--- src/rtl/tomseq_pkg.sv ---
// shared types and codes for the total-order multicast sequencer
package tomseq_pkg;

  typedef enum logic [1:0] {
    MODE_SEND = 2'd0,
    MODE_DATA = 2'd1,
    MODE_ACK  = 2'd2,
    MODE_SEQ  = 2'd3
  } mode_t;

  typedef enum logic [2:0] {
    KIND_DATA  = 3'd0,
    KIND_ACK   = 3'd1,
    KIND_FINAL = 3'd2,
    KIND_DELIV = 3'd3,
    KIND_FULL  = 3'd4
  } kind_t;

  typedef enum logic [1:0] {
    ST_IDLE,
    ST_SCAN,
    ST_FLUSH
  } state_t;

  localparam logic CFG_OWN_ID = 1'b0;
  localparam logic CFG_HOSTS  = 1'b1;

  localparam logic [4:0] MAX_DELIVERIES = 5'd16;
  localparam logic [7:0] ACK_SAT        = 8'd255;

  typedef struct packed {
    logic [7:0]  sender;
    logic [31:0] msg_id;
    logic [31:0] payload;
    logic [7:0]  ack_count;
    logic [31:0] fin_seq;
    logic [7:0]  proposer;
    logic        ready;
  } entry_t;

endpackage

--- src/rtl/tomseq_table.sv ---
// pending message table: one write port, one registered read port
module tomseq_table #(
  parameter int DEPTH = 16
) (
  input  logic                       clk,
  input  logic                       wr_en,
  input  logic [$clog2(DEPTH)-1:0]   wr_addr,
  input  tomseq_pkg::entry_t         wr_data,
  input  logic [$clog2(DEPTH)-1:0]   rd_addr,
  output tomseq_pkg::entry_t         rd_data
);
  import tomseq_pkg::*;

  entry_t mem [DEPTH];
  entry_t rd_data_r;

  always_ff @(posedge clk) begin
    if (wr_en) begin
      mem[wr_addr] <= wr_data;
    end
    rd_data_r <= mem[rd_addr];
  end

  assign rd_data = rd_data_r;
endmodule

--- src/rtl/total_order_multicast_sequencer.sv ---
// total-order multicast sequencer top level
// local send and data arrival: one result in the cycle after the start transfer, busy stays low
// ack events: scan the table one entry a cycle from slot 0, busy until the scan reaches
// the last filled slot, ending at the first match; sequence events: busy while the scan covers
// every filled slot and then for one flush state; an empty table keeps busy low
// results leave on a one-cycle strobe; the receiver cannot stall; synchronous active-low reset
module total_order_multicast_sequencer #(
  parameter int TABLE_DEPTH = 16
) (
  input  logic        clk,
  input  logic        rst_n,
  input  logic        start,
  output logic        busy,
  input  logic [1:0]  in_mode,
  input  logic [7:0]  in_src_process,
  input  logic [31:0] in_message_id,
  input  logic [31:0] in_payload,
  input  logic [31:0] in_seq_number,
  input  logic [7:0]  in_seq_proposer,
  output logic        out_strobe,
  output logic [2:0]  out_kind,
  output logic [7:0]  out_dest_process,
  output logic [7:0]  out_sender,
  output logic [31:0] out_message_id,
  output logic [31:0] out_payload,
  output logic [31:0] out_seq,
  output logic [7:0]  out_proposer,
  output logic        out_last,
  input  logic        cfg_we,
  input  logic        cfg_index,
  input  logic [7:0]  cfg_data
);
  import tomseq_pkg::*;

  localparam int IW = $clog2(TABLE_DEPTH);
  localparam int CW = $clog2(TABLE_DEPTH + 1);
  localparam logic [CW-1:0] FULL_CNT = CW'(TABLE_DEPTH);

  state_t state_r, state_nxt;

  logic [CW-1:0] cnt_r, cnt_nxt;
  logic [IW-1:0] pos_r, pos_nxt;
  logic [CW-1:0] wr_r, wr_nxt;
  logic [4:0]    ndel_r, ndel_nxt;
  mode_t         mode_r;
  logic [31:0]   id_r, seq_r;
  logic [7:0]    prop_r;
  logic [31:0]   next_id_r, next_id_nxt;
  logic [31:0]   last_seq_r, last_seq_nxt;
  logic [7:0]    own_r, hosts_r;

  logic          pend_vld_r, pend_vld_nxt;
  entry_t        pend_r, pend_nxt;

  logic          strobe_nxt, last_nxt;
  logic [2:0]    kind_nxt;
  logic [7:0]    dest_nxt, sender_nxt, prop_out_nxt;
  logic [31:0]   id_out_nxt, pay_nxt, seq_out_nxt;

  logic          strobe_r, last_r;
  logic [2:0]    kind_r;
  logic [7:0]    dest_r, sender_r, prop_out_r;
  logic [31:0]   id_out_r, pay_r, seq_out_r;

  logic          mem_we;
  logic [IW-1:0] mem_waddr, mem_raddr;
  entry_t        mem_wdata, rd_e, upd_e;

  logic          accept, end_scan, match, lower, deliver, inc;
  logic [7:0]    new_ack;

  assign accept   = start && (state_r == ST_IDLE);
  assign busy     = (state_r != ST_IDLE);
  assign end_scan = ({1'b0, pos_r} + (IW+1)'(1)) == (IW+1)'(cnt_r);
  assign match    = (rd_e.msg_id == id_r);
  assign lower    = rd_e.ready && (rd_e.fin_seq < seq_r);
  assign deliver  = lower && (ndel_r < MAX_DELIVERIES);
  assign inc      = (rd_e.ack_count < ACK_SAT);
  assign new_ack  = rd_e.ack_count + {7'd0, inc};
  assign mem_raddr = (state_r == ST_SCAN) ? pos_r + IW'(1) : '0;

  tomseq_table #(.DEPTH(TABLE_DEPTH)) u_table (
    .clk     (clk),
    .wr_en   (mem_we),
    .wr_addr (mem_waddr),
    .wr_data (mem_wdata),
    .rd_addr (mem_raddr),
    .rd_data (rd_e)
  );

  // next state
  always_comb begin
    state_nxt = state_r;
    unique case (state_r)
      ST_IDLE: begin
        if (accept && (in_mode == MODE_ACK || in_mode == MODE_SEQ) && cnt_r != '0) begin
          state_nxt = ST_SCAN;
        end
      end
      ST_SCAN: begin
        if (mode_r == MODE_ACK) begin
          if (match || end_scan) state_nxt = ST_IDLE;
        end else if (end_scan) begin
          state_nxt = ST_FLUSH;
        end
      end
      ST_FLUSH: state_nxt = ST_IDLE;
      default:  state_nxt = ST_IDLE;
    endcase
  end

  // datapath and results
  always_comb begin
    cnt_nxt      = cnt_r;
    pos_nxt      = pos_r;
    wr_nxt       = wr_r;
    ndel_nxt     = ndel_r;
    next_id_nxt  = next_id_r;
    last_seq_nxt = last_seq_r;
    pend_vld_nxt = pend_vld_r;
    pend_nxt     = pend_r;
    mem_we       = 1'b0;
    mem_waddr    = '0;
    mem_wdata    = rd_e;
    upd_e        = rd_e;
    strobe_nxt   = 1'b0;
    last_nxt     = 1'b0;
    kind_nxt     = KIND_DATA;
    dest_nxt     = '0;
    sender_nxt   = '0;
    id_out_nxt   = '0;
    pay_nxt      = '0;
    seq_out_nxt  = '0;
    prop_out_nxt = '0;
    unique case (state_r)
      ST_IDLE: begin
        if (accept) begin
          pos_nxt      = '0;
          wr_nxt       = '0;
          ndel_nxt     = '0;
          pend_vld_nxt = 1'b0;
          unique case (mode_t'(in_mode))
            MODE_SEND: begin
              strobe_nxt  = 1'b1;
              last_nxt    = 1'b1;
              kind_nxt    = KIND_DATA;
              sender_nxt  = own_r;
              id_out_nxt  = next_id_r;
              pay_nxt     = in_payload;
              next_id_nxt = next_id_r + 32'd1;
            end
            MODE_DATA: begin
              strobe_nxt = 1'b1;
              last_nxt   = 1'b1;
              sender_nxt = in_src_process;
              id_out_nxt = in_message_id;
              if (cnt_r == FULL_CNT) begin
                kind_nxt = KIND_FULL;
                pay_nxt  = in_payload;
              end else begin
                mem_we              = 1'b1;
                mem_waddr           = cnt_r[IW-1:0];
                mem_wdata.sender    = in_src_process;
                mem_wdata.msg_id    = in_message_id;
                mem_wdata.payload   = in_payload;
                mem_wdata.ack_count = '0;
                mem_wdata.fin_seq   = '0;
                mem_wdata.proposer  = '0;
                mem_wdata.ready     = 1'b0;
                cnt_nxt             = cnt_r + CW'(1);
                if (in_message_id > next_id_r) next_id_nxt = in_message_id;
                kind_nxt     = KIND_ACK;
                dest_nxt     = in_src_process;
                seq_out_nxt  = last_seq_r + 32'd1;
                prop_out_nxt = own_r;
              end
            end
            MODE_ACK: ;
            MODE_SEQ: begin
              if (cnt_r == '0) last_seq_nxt = in_seq_number;
            end
            default: ;
          endcase
        end
      end
      ST_SCAN: begin
        pos_nxt = pos_r + IW'(1);
        if (mode_r == MODE_ACK) begin
          if (match) begin
            upd_e.ack_count = new_ack;
            if (seq_r > rd_e.fin_seq) begin
              upd_e.fin_seq  = seq_r;
              upd_e.proposer = prop_r;
            end
            mem_we    = 1'b1;
            mem_waddr = pos_r;
            mem_wdata = upd_e;
            if (inc && new_ack == hosts_r) begin
              strobe_nxt   = 1'b1;
              last_nxt     = 1'b1;
              kind_nxt     = KIND_FINAL;
              sender_nxt   = rd_e.sender;
              id_out_nxt   = rd_e.msg_id;
              seq_out_nxt  = upd_e.fin_seq;
              prop_out_nxt = own_r;
            end
          end
        end else begin
          if (deliver) begin
            if (pend_vld_r) begin
              strobe_nxt   = 1'b1;
              kind_nxt     = KIND_DELIV;
              sender_nxt   = pend_r.sender;
              id_out_nxt   = pend_r.msg_id;
              pay_nxt      = pend_r.payload;
              seq_out_nxt  = pend_r.fin_seq;
              prop_out_nxt = pend_r.proposer;
            end
            pend_vld_nxt = 1'b1;
            pend_nxt     = rd_e;
            ndel_nxt     = ndel_r + 5'd1;
          end else begin
            if (match && !lower) begin
              upd_e.ready    = 1'b1;
              upd_e.fin_seq  = seq_r;
              upd_e.proposer = prop_r;
            end
            mem_we    = 1'b1;
            mem_waddr = wr_r[IW-1:0];
            mem_wdata = upd_e;
            wr_nxt    = wr_r + CW'(1);
          end
          if (end_scan) begin
            cnt_nxt      = wr_nxt;
            last_seq_nxt = seq_r;
          end
        end
      end
      ST_FLUSH: begin
        if (pend_vld_r) begin
          strobe_nxt   = 1'b1;
          last_nxt     = 1'b1;
          kind_nxt     = KIND_DELIV;
          sender_nxt   = pend_r.sender;
          id_out_nxt   = pend_r.msg_id;
          pay_nxt      = pend_r.payload;
          seq_out_nxt  = pend_r.fin_seq;
          prop_out_nxt = pend_r.proposer;
        end
        pend_vld_nxt = 1'b0;
      end
      default: ;
    endcase
  end

  always_ff @(posedge clk) begin
    if (!rst_n) begin
      state_r    <= ST_IDLE;
      cnt_r      <= '0;
      next_id_r  <= '0;
      last_seq_r <= '0;
      own_r      <= 8'd0;
      hosts_r    <= 8'd1;
      pend_vld_r <= 1'b0;
      strobe_r   <= 1'b0;
    end else begin
      state_r    <= state_nxt;
      cnt_r      <= cnt_nxt;
      next_id_r  <= next_id_nxt;
      last_seq_r <= last_seq_nxt;
      pend_vld_r <= pend_vld_nxt;
      strobe_r   <= strobe_nxt;
      if (cfg_we) begin
        unique case (cfg_index)
          CFG_OWN_ID: own_r   <= cfg_data;
          CFG_HOSTS:  hosts_r <= cfg_data;
          default: ;
        endcase
      end
    end
  end

  always_ff @(posedge clk) begin
    pos_r      <= pos_nxt;
    wr_r       <= wr_nxt;
    ndel_r     <= ndel_nxt;
    pend_r     <= pend_nxt;
    last_r     <= last_nxt;
    kind_r     <= kind_nxt;
    dest_r     <= dest_nxt;
    sender_r   <= sender_nxt;
    id_out_r   <= id_out_nxt;
    pay_r      <= pay_nxt;
    seq_out_r  <= seq_out_nxt;
    prop_out_r <= prop_out_nxt;
    if (accept) begin
      mode_r <= mode_t'(in_mode);
      id_r   <= in_message_id;
      seq_r  <= in_seq_number;
      prop_r <= in_seq_proposer;
    end
  end

  assign out_strobe       = strobe_r;
  assign out_kind         = kind_r;
  assign out_dest_process = dest_r;
  assign out_sender       = sender_r;
  assign out_message_id   = id_out_r;
  assign out_payload      = pay_r;
  assign out_seq          = seq_out_r;
  assign out_proposer     = prop_out_r;
  assign out_last         = last_r;
endmodule
--- config.mk ---
export PLATFORM = sky130hd
export DESIGN_NAME = total_order_multicast_sequencer
export DESIGN_NICKNAME = d
export VERILOG_FILES = /design/src/rtl/tomseq_pkg.sv /design/src/rtl/tomseq_table.sv /design/src/rtl/total_order_multicast_sequencer.sv
export SDC_FILE = /design/constraint.sdc
export NUM_CORES = 2
export LEC_CHECK = 0
export BUFFER_PORTS_ARGS = -buffer_cell sky130_fd_sc_hd__buf_2
export CAP_MARGIN = 25
export CORE_ASPECT_RATIO = 1.75
export CORE_MARGIN = 1.5
export CORE_UTILIZATION = 50
export CTS_CLUSTER_SIZE = 28
export DETAILED_ROUTE_END_ITERATION = 10
export PLACE_DENSITY = 0.66
export REMOVE_ABC_BUFFERS = 1
export SETUP_SLACK_MARGIN = 0.4
export SKIP_LAST_GASP = 1
export SYNTH_ARGS = -nofsm -noshare
export SYNTH_HDL_FRONTEND = slang
export SYNTH_SLANG_ARGS = --single-unit
--- constraint.sdc ---
create_clock -name clk -period 12.85 [get_ports clk]
set_input_delay 1.285 -clock clk [delete_from_list [all_inputs] [get_ports clk]]
set_output_delay 1.285 -clock clk [all_outputs]
set_load 0.01 [all_outputs]
==> summary.md <==
| Metric | Value |
|---|---|
| Reg2reg setup slack | `6.75 ns` |
| Reg power frac | `53.3%` |
| Cell mode on critical path | `buf_4` |
| Worst setup path startpoint | `seq_r[31]` |
| Final Skew | `0.0406 ns` |
| R2R depth | `14` |
| Slew margin rel. | `23.4%` |
| R2r startpoint | `seq_r[31]` |
| Final count of pins violating max slew | `0` |
| Vias in the first global route | `58,300` |
| Layout cells sized above 1 | `13.1%` |
| Failing checks | `antenna violations` |
| Combinational fraction of design power | `9.6%` |
| Top FF cell, synth | `edfxtp_1` |
| RSZ-0062 raised after global routing | `no` |
| Clock slew at reported path FFs | `0.06 ns` |
| Yosys cell types | `74` |
| Initial antenna violation count | `11` |
| Int Pwr | `13.6 mW` |
| First-pass GRT wire length | `382 mm` |
| Routed WL | `261 mm` |
| # fillers | `15,300` |
| Dpl hpwl | `151 mm` |
| Final setup TNS | `0 ns` |
| Pre-Repair DR Iteration Count | `6` |
| Final GP Congestion | `0.862` |
| Reg-to-Reg End | `u_table.mem[12][37]` |
| Post-synthesis adder-cell area fraction | `0.942%` |
| Multiplexer area fraction after synthesis | `9.39%` |
| Largest family of logic cells by synthesized area | `multiplexers` |
| Number of I/O pins | `253` |
| Min Tclk post-route | `6.10 ns` |
| Wire length per cell | `27.5 um` |
| Post-Place Cells | `9,064` |
| Mapped cell area | `0.0982 mm2` |
| Post-CTS resize count | `0` |
| DRC viols | `0` |
| Power density over the cells | `163 mW/mm2` |
| Total GRT Usage | `25.9%` |
| Register area share after synthesis | `72.1%` |
| Post-CTS Setup Inserts | `0` |
| Asr flop ratio synth | `0%` |
| Fin nets | `6,886` |
| Die W | `338 um` |
| Worst-path fanout max | `41` |
| Total of warnings raised by yosys | `0` |
| CTS Sinks | `2,470` |
| Remaining Overflow, GRT | `0` |
| Max frequency | `164 MHz` |
| TritonCTS Buffers | `219` |
| Psw | `4.26 mW` |
| Slowest CP cell | `nor2_4` |
| Status | `complete, but fails checks` |
| Die Ht | `589 um` |
| Vias | `58,100` |
| Worst Max-Slew Pin Slew | `1.15 ns` |
| Seq cells post-synth | `2,470` |
| Row cnt | `215` |
| Worst min path class | `reg2reg` |
| Part of the power in the clock network | `37.0%` |
| Crit. End Element | `flip-flop` |
| Largest net degree at the start of global routing | `168` |
| WS Path Type | `reg2reg` |
| CTS tree | `built` |
| Simple-gate share of the synthesized area | `7.29%` |
| Core region area | `0.196 mm2` |
| Switching portion of total power | `23.9%` |
| Xor and xnor area share after synthesis | `0.713%` |
| H-Tree Depth | `4` |
| Initial core utilization | `50.2%` |
| Worst-path cell chain | `ha_1 > nand2_1 > o21ai_0 > a21oi_1 > o21ai_0 > buf_4 > o211ai_1 > buf_4 > ha_1 > a222oi_1 > nand3b_1 > nor2_4 > buf_4 > buf_4` |
| Data arrival, critical path | `6.58 ns` |
| CP Data Required Time | `13.33 ns` |
| Post-synthesis compound-gate area fraction | `7.55%` |
| Cells after Synth | `6,513` |
| Number of vias per cell | `6.13` |
| Post-synth EDFFs | `2,136` |
| Clk buf depth | `4` |
| WHS Path Cells | `0` |
| VDD IR-drop max | `0.134 mV` |
| Min-delay src | `u_table.rd_data[64]` |
| Routed Antenna Nets | `1` |
| Root buffer cell | `clkbuf_16` |
| Die area | `0.199 mm2` |
| Mean Syn Cell Area | `15.1 um2` |
| Worst-Skew Late Latency | `0.86 ns` |
| Port Buf Inserts | `252` |
| Final Setup Violations | `0` |
| Post-Layout Cell Count | `9,476` |
| Layout area overhead | `11.6%` |
| Hold Vio Cnt, Final | `0` |
| Fin crit share | `47.5%` |
| CP startpoint kind | `flip-flop` |
| CP max stage delay | `0.84 ns` |
| Max Cap Viol | `0` |
| Hold Crit Endpoint | `pend_r[64]` |
| CTS Hold Bufs | `0` |
| DR iter-0 viols | `5,996` |
| Leak | `36.6 nW` |
-- worst max path at each step --
stage                                     end  slack [ns]  cells after the start
final                     u_table.mem[12][37]        6.75                     14
after floorplan            u_table.rd_data[0]      -18.14                      5
after global placement     u_table.mem[5][38]        6.61                      9
after detailed placement   u_table.mem[5][38]        6.48                      9
after global routing      u_table.mem[12][13]        6.46                     14
after CTS                 u_table.mem[12][13]        6.69                     14
-- metal layers --
metal / vias up / routed length [um] / GRT usage (%)
li1: 25500 / - / -
met1: 29600 / 102000 / 33.6
met2: 2493 / 132000 / 44.7
met3: 526 / 18700 / 3.43
met4: 0 / 8840 / 8.98
met5: - / 0 / 0
-- cells in the mapped netlist (31+ instances only) --
library cell / count / share of area, %
edfxtp_1: 2136 / 65
nand2_1: 1020 / 3.9
mux2i_1: 617 / 6.3
dfxtp_1: 334 / 6.8
clkbuf_1: 317 / 1.2
a311oi_1: 273 / 2.4
a21oi_1: 183 / 0.93
nand3_1: 183 / 0.93
nor2_1: 133 / 0.51
nor2b_1: 130 / 0.83
a211oi_1: 129 / 0.99
mux4_2: 121 / 2.8
inv_1: 78 / 0.30
ha_1: 74 / 0.94
a22o_1: 73 / 0.65
o21ai_0: 71 / 0.36
buf_2: 69 / 0.35
xor2_1: 54 / 0.48
a31oi_1: 38 / 0.24
and3_1: 37 / 0.24
nor3_1: 34 / 0.17
a221o_1: 33 / 0.34
nand4_1: 31 / 0.20
-- registers in the layout, summed over array words and instances (netlist names), 32 cells and up --
signal,flops
u_table.mem,1936
u_table.rd_data,121
pend_r,112
id_r,32
last_seq_r,32
next_id_r,32
out_message_id,32
out_payload,32
out_seq,32
seq_r,32
-- per-stage QoR --
step                      cell area (um2)  total power [mW]  setup WS (ns)  utilization, %  hold slack, ns
final                              110000              17.8           6.75            56.0           0.437
after global routing               110000              18.3           6.46            56.0           0.447
after floorplan                     96600              10.9         -18.14               -           0.408
after global placement             102000              11.3           6.61            52.3           0.420
after detailed placement           102000              11.4           6.48            52.4           0.422
after CTS                          110000              17.9           6.69            56.0           0.442
-- worst max-delay path, delay by kind of cell, from the launching register on --
| kind | cells | cell delay, ns |
|---|---|---|
| compound gates | 5 | 1.61 |
| fa+ha+maj | 2 | 0.56 |
| buf+inv | 4 | 1.63 |
| flops | 1 | 0.46 |
| simple gates | 3 | 1.32 |
-- power groups by stage --
stage / Sequential [mW] / Combinational, mW / Clock, mW
2_1_floorplan: 9.66 / 1.25 / 0
3_3_place_gp: 9.66 / 1.67 / 0
3_5_place_dp: 9.67 / 1.71 / 0
4_1_cts: 9.50 / 1.72 / 6.69
5_1_grt: 9.52 / 1.86 / 6.95
6_report: 9.50 / 1.72 / 6.59
-- cells in the final DEF, fill, tap and decap left out, drive strengths merged, types with 12 or more instances in the layout --
cell type	n
a311oi	273
a21o	19
a221o	33
nor3	37
nor2	133
a22oi	21
xnor2	26
o21ai	75
a31oi	38
nand4	31
inv	84
nor2b	130
bufinv	20
mux2	29
a211oi	129
a21oi	183
mux4	121
mux2i	617
ha	74
xor2	54
nand2	1020
and3	37
o31ai	21
nor4	19
a222oi	28
clkinv	63
edfxtp	2136
nand3	183
o221a	13
buf	367
a22o	73
o311ai	16
clkbuf	306
dfxtp	334
and2	12
-- final cells by class --
cell class | instances | area, um2 | share of cell area [%]
timing repair buffer | 367 | 2320 | 2.12
clock inverter | 93 | 1000 | 0.913
tap | 2604 | 3260 | 2.97
multi-input combinational | 3544 | 25700 | 23.5
sequential | 2470 | 70800 | 64.6
clock buffer | 306 | 6120 | 5.59
antenna | 9 | 22.5 | 0.0205
inverter | 83 | 343 | 0.313
-- cell families (layout without fill, tap and decap cells) --
family	after synthesis	after routing
compound gates	983	983
xor+xnor	80	80
fa+ha+maj	74	74
buf+inv	499	849
flops	2470	2470
mux	767	767
other cells	0	9
simple gates	1640	1640
(Power assumes the default switching activity.)
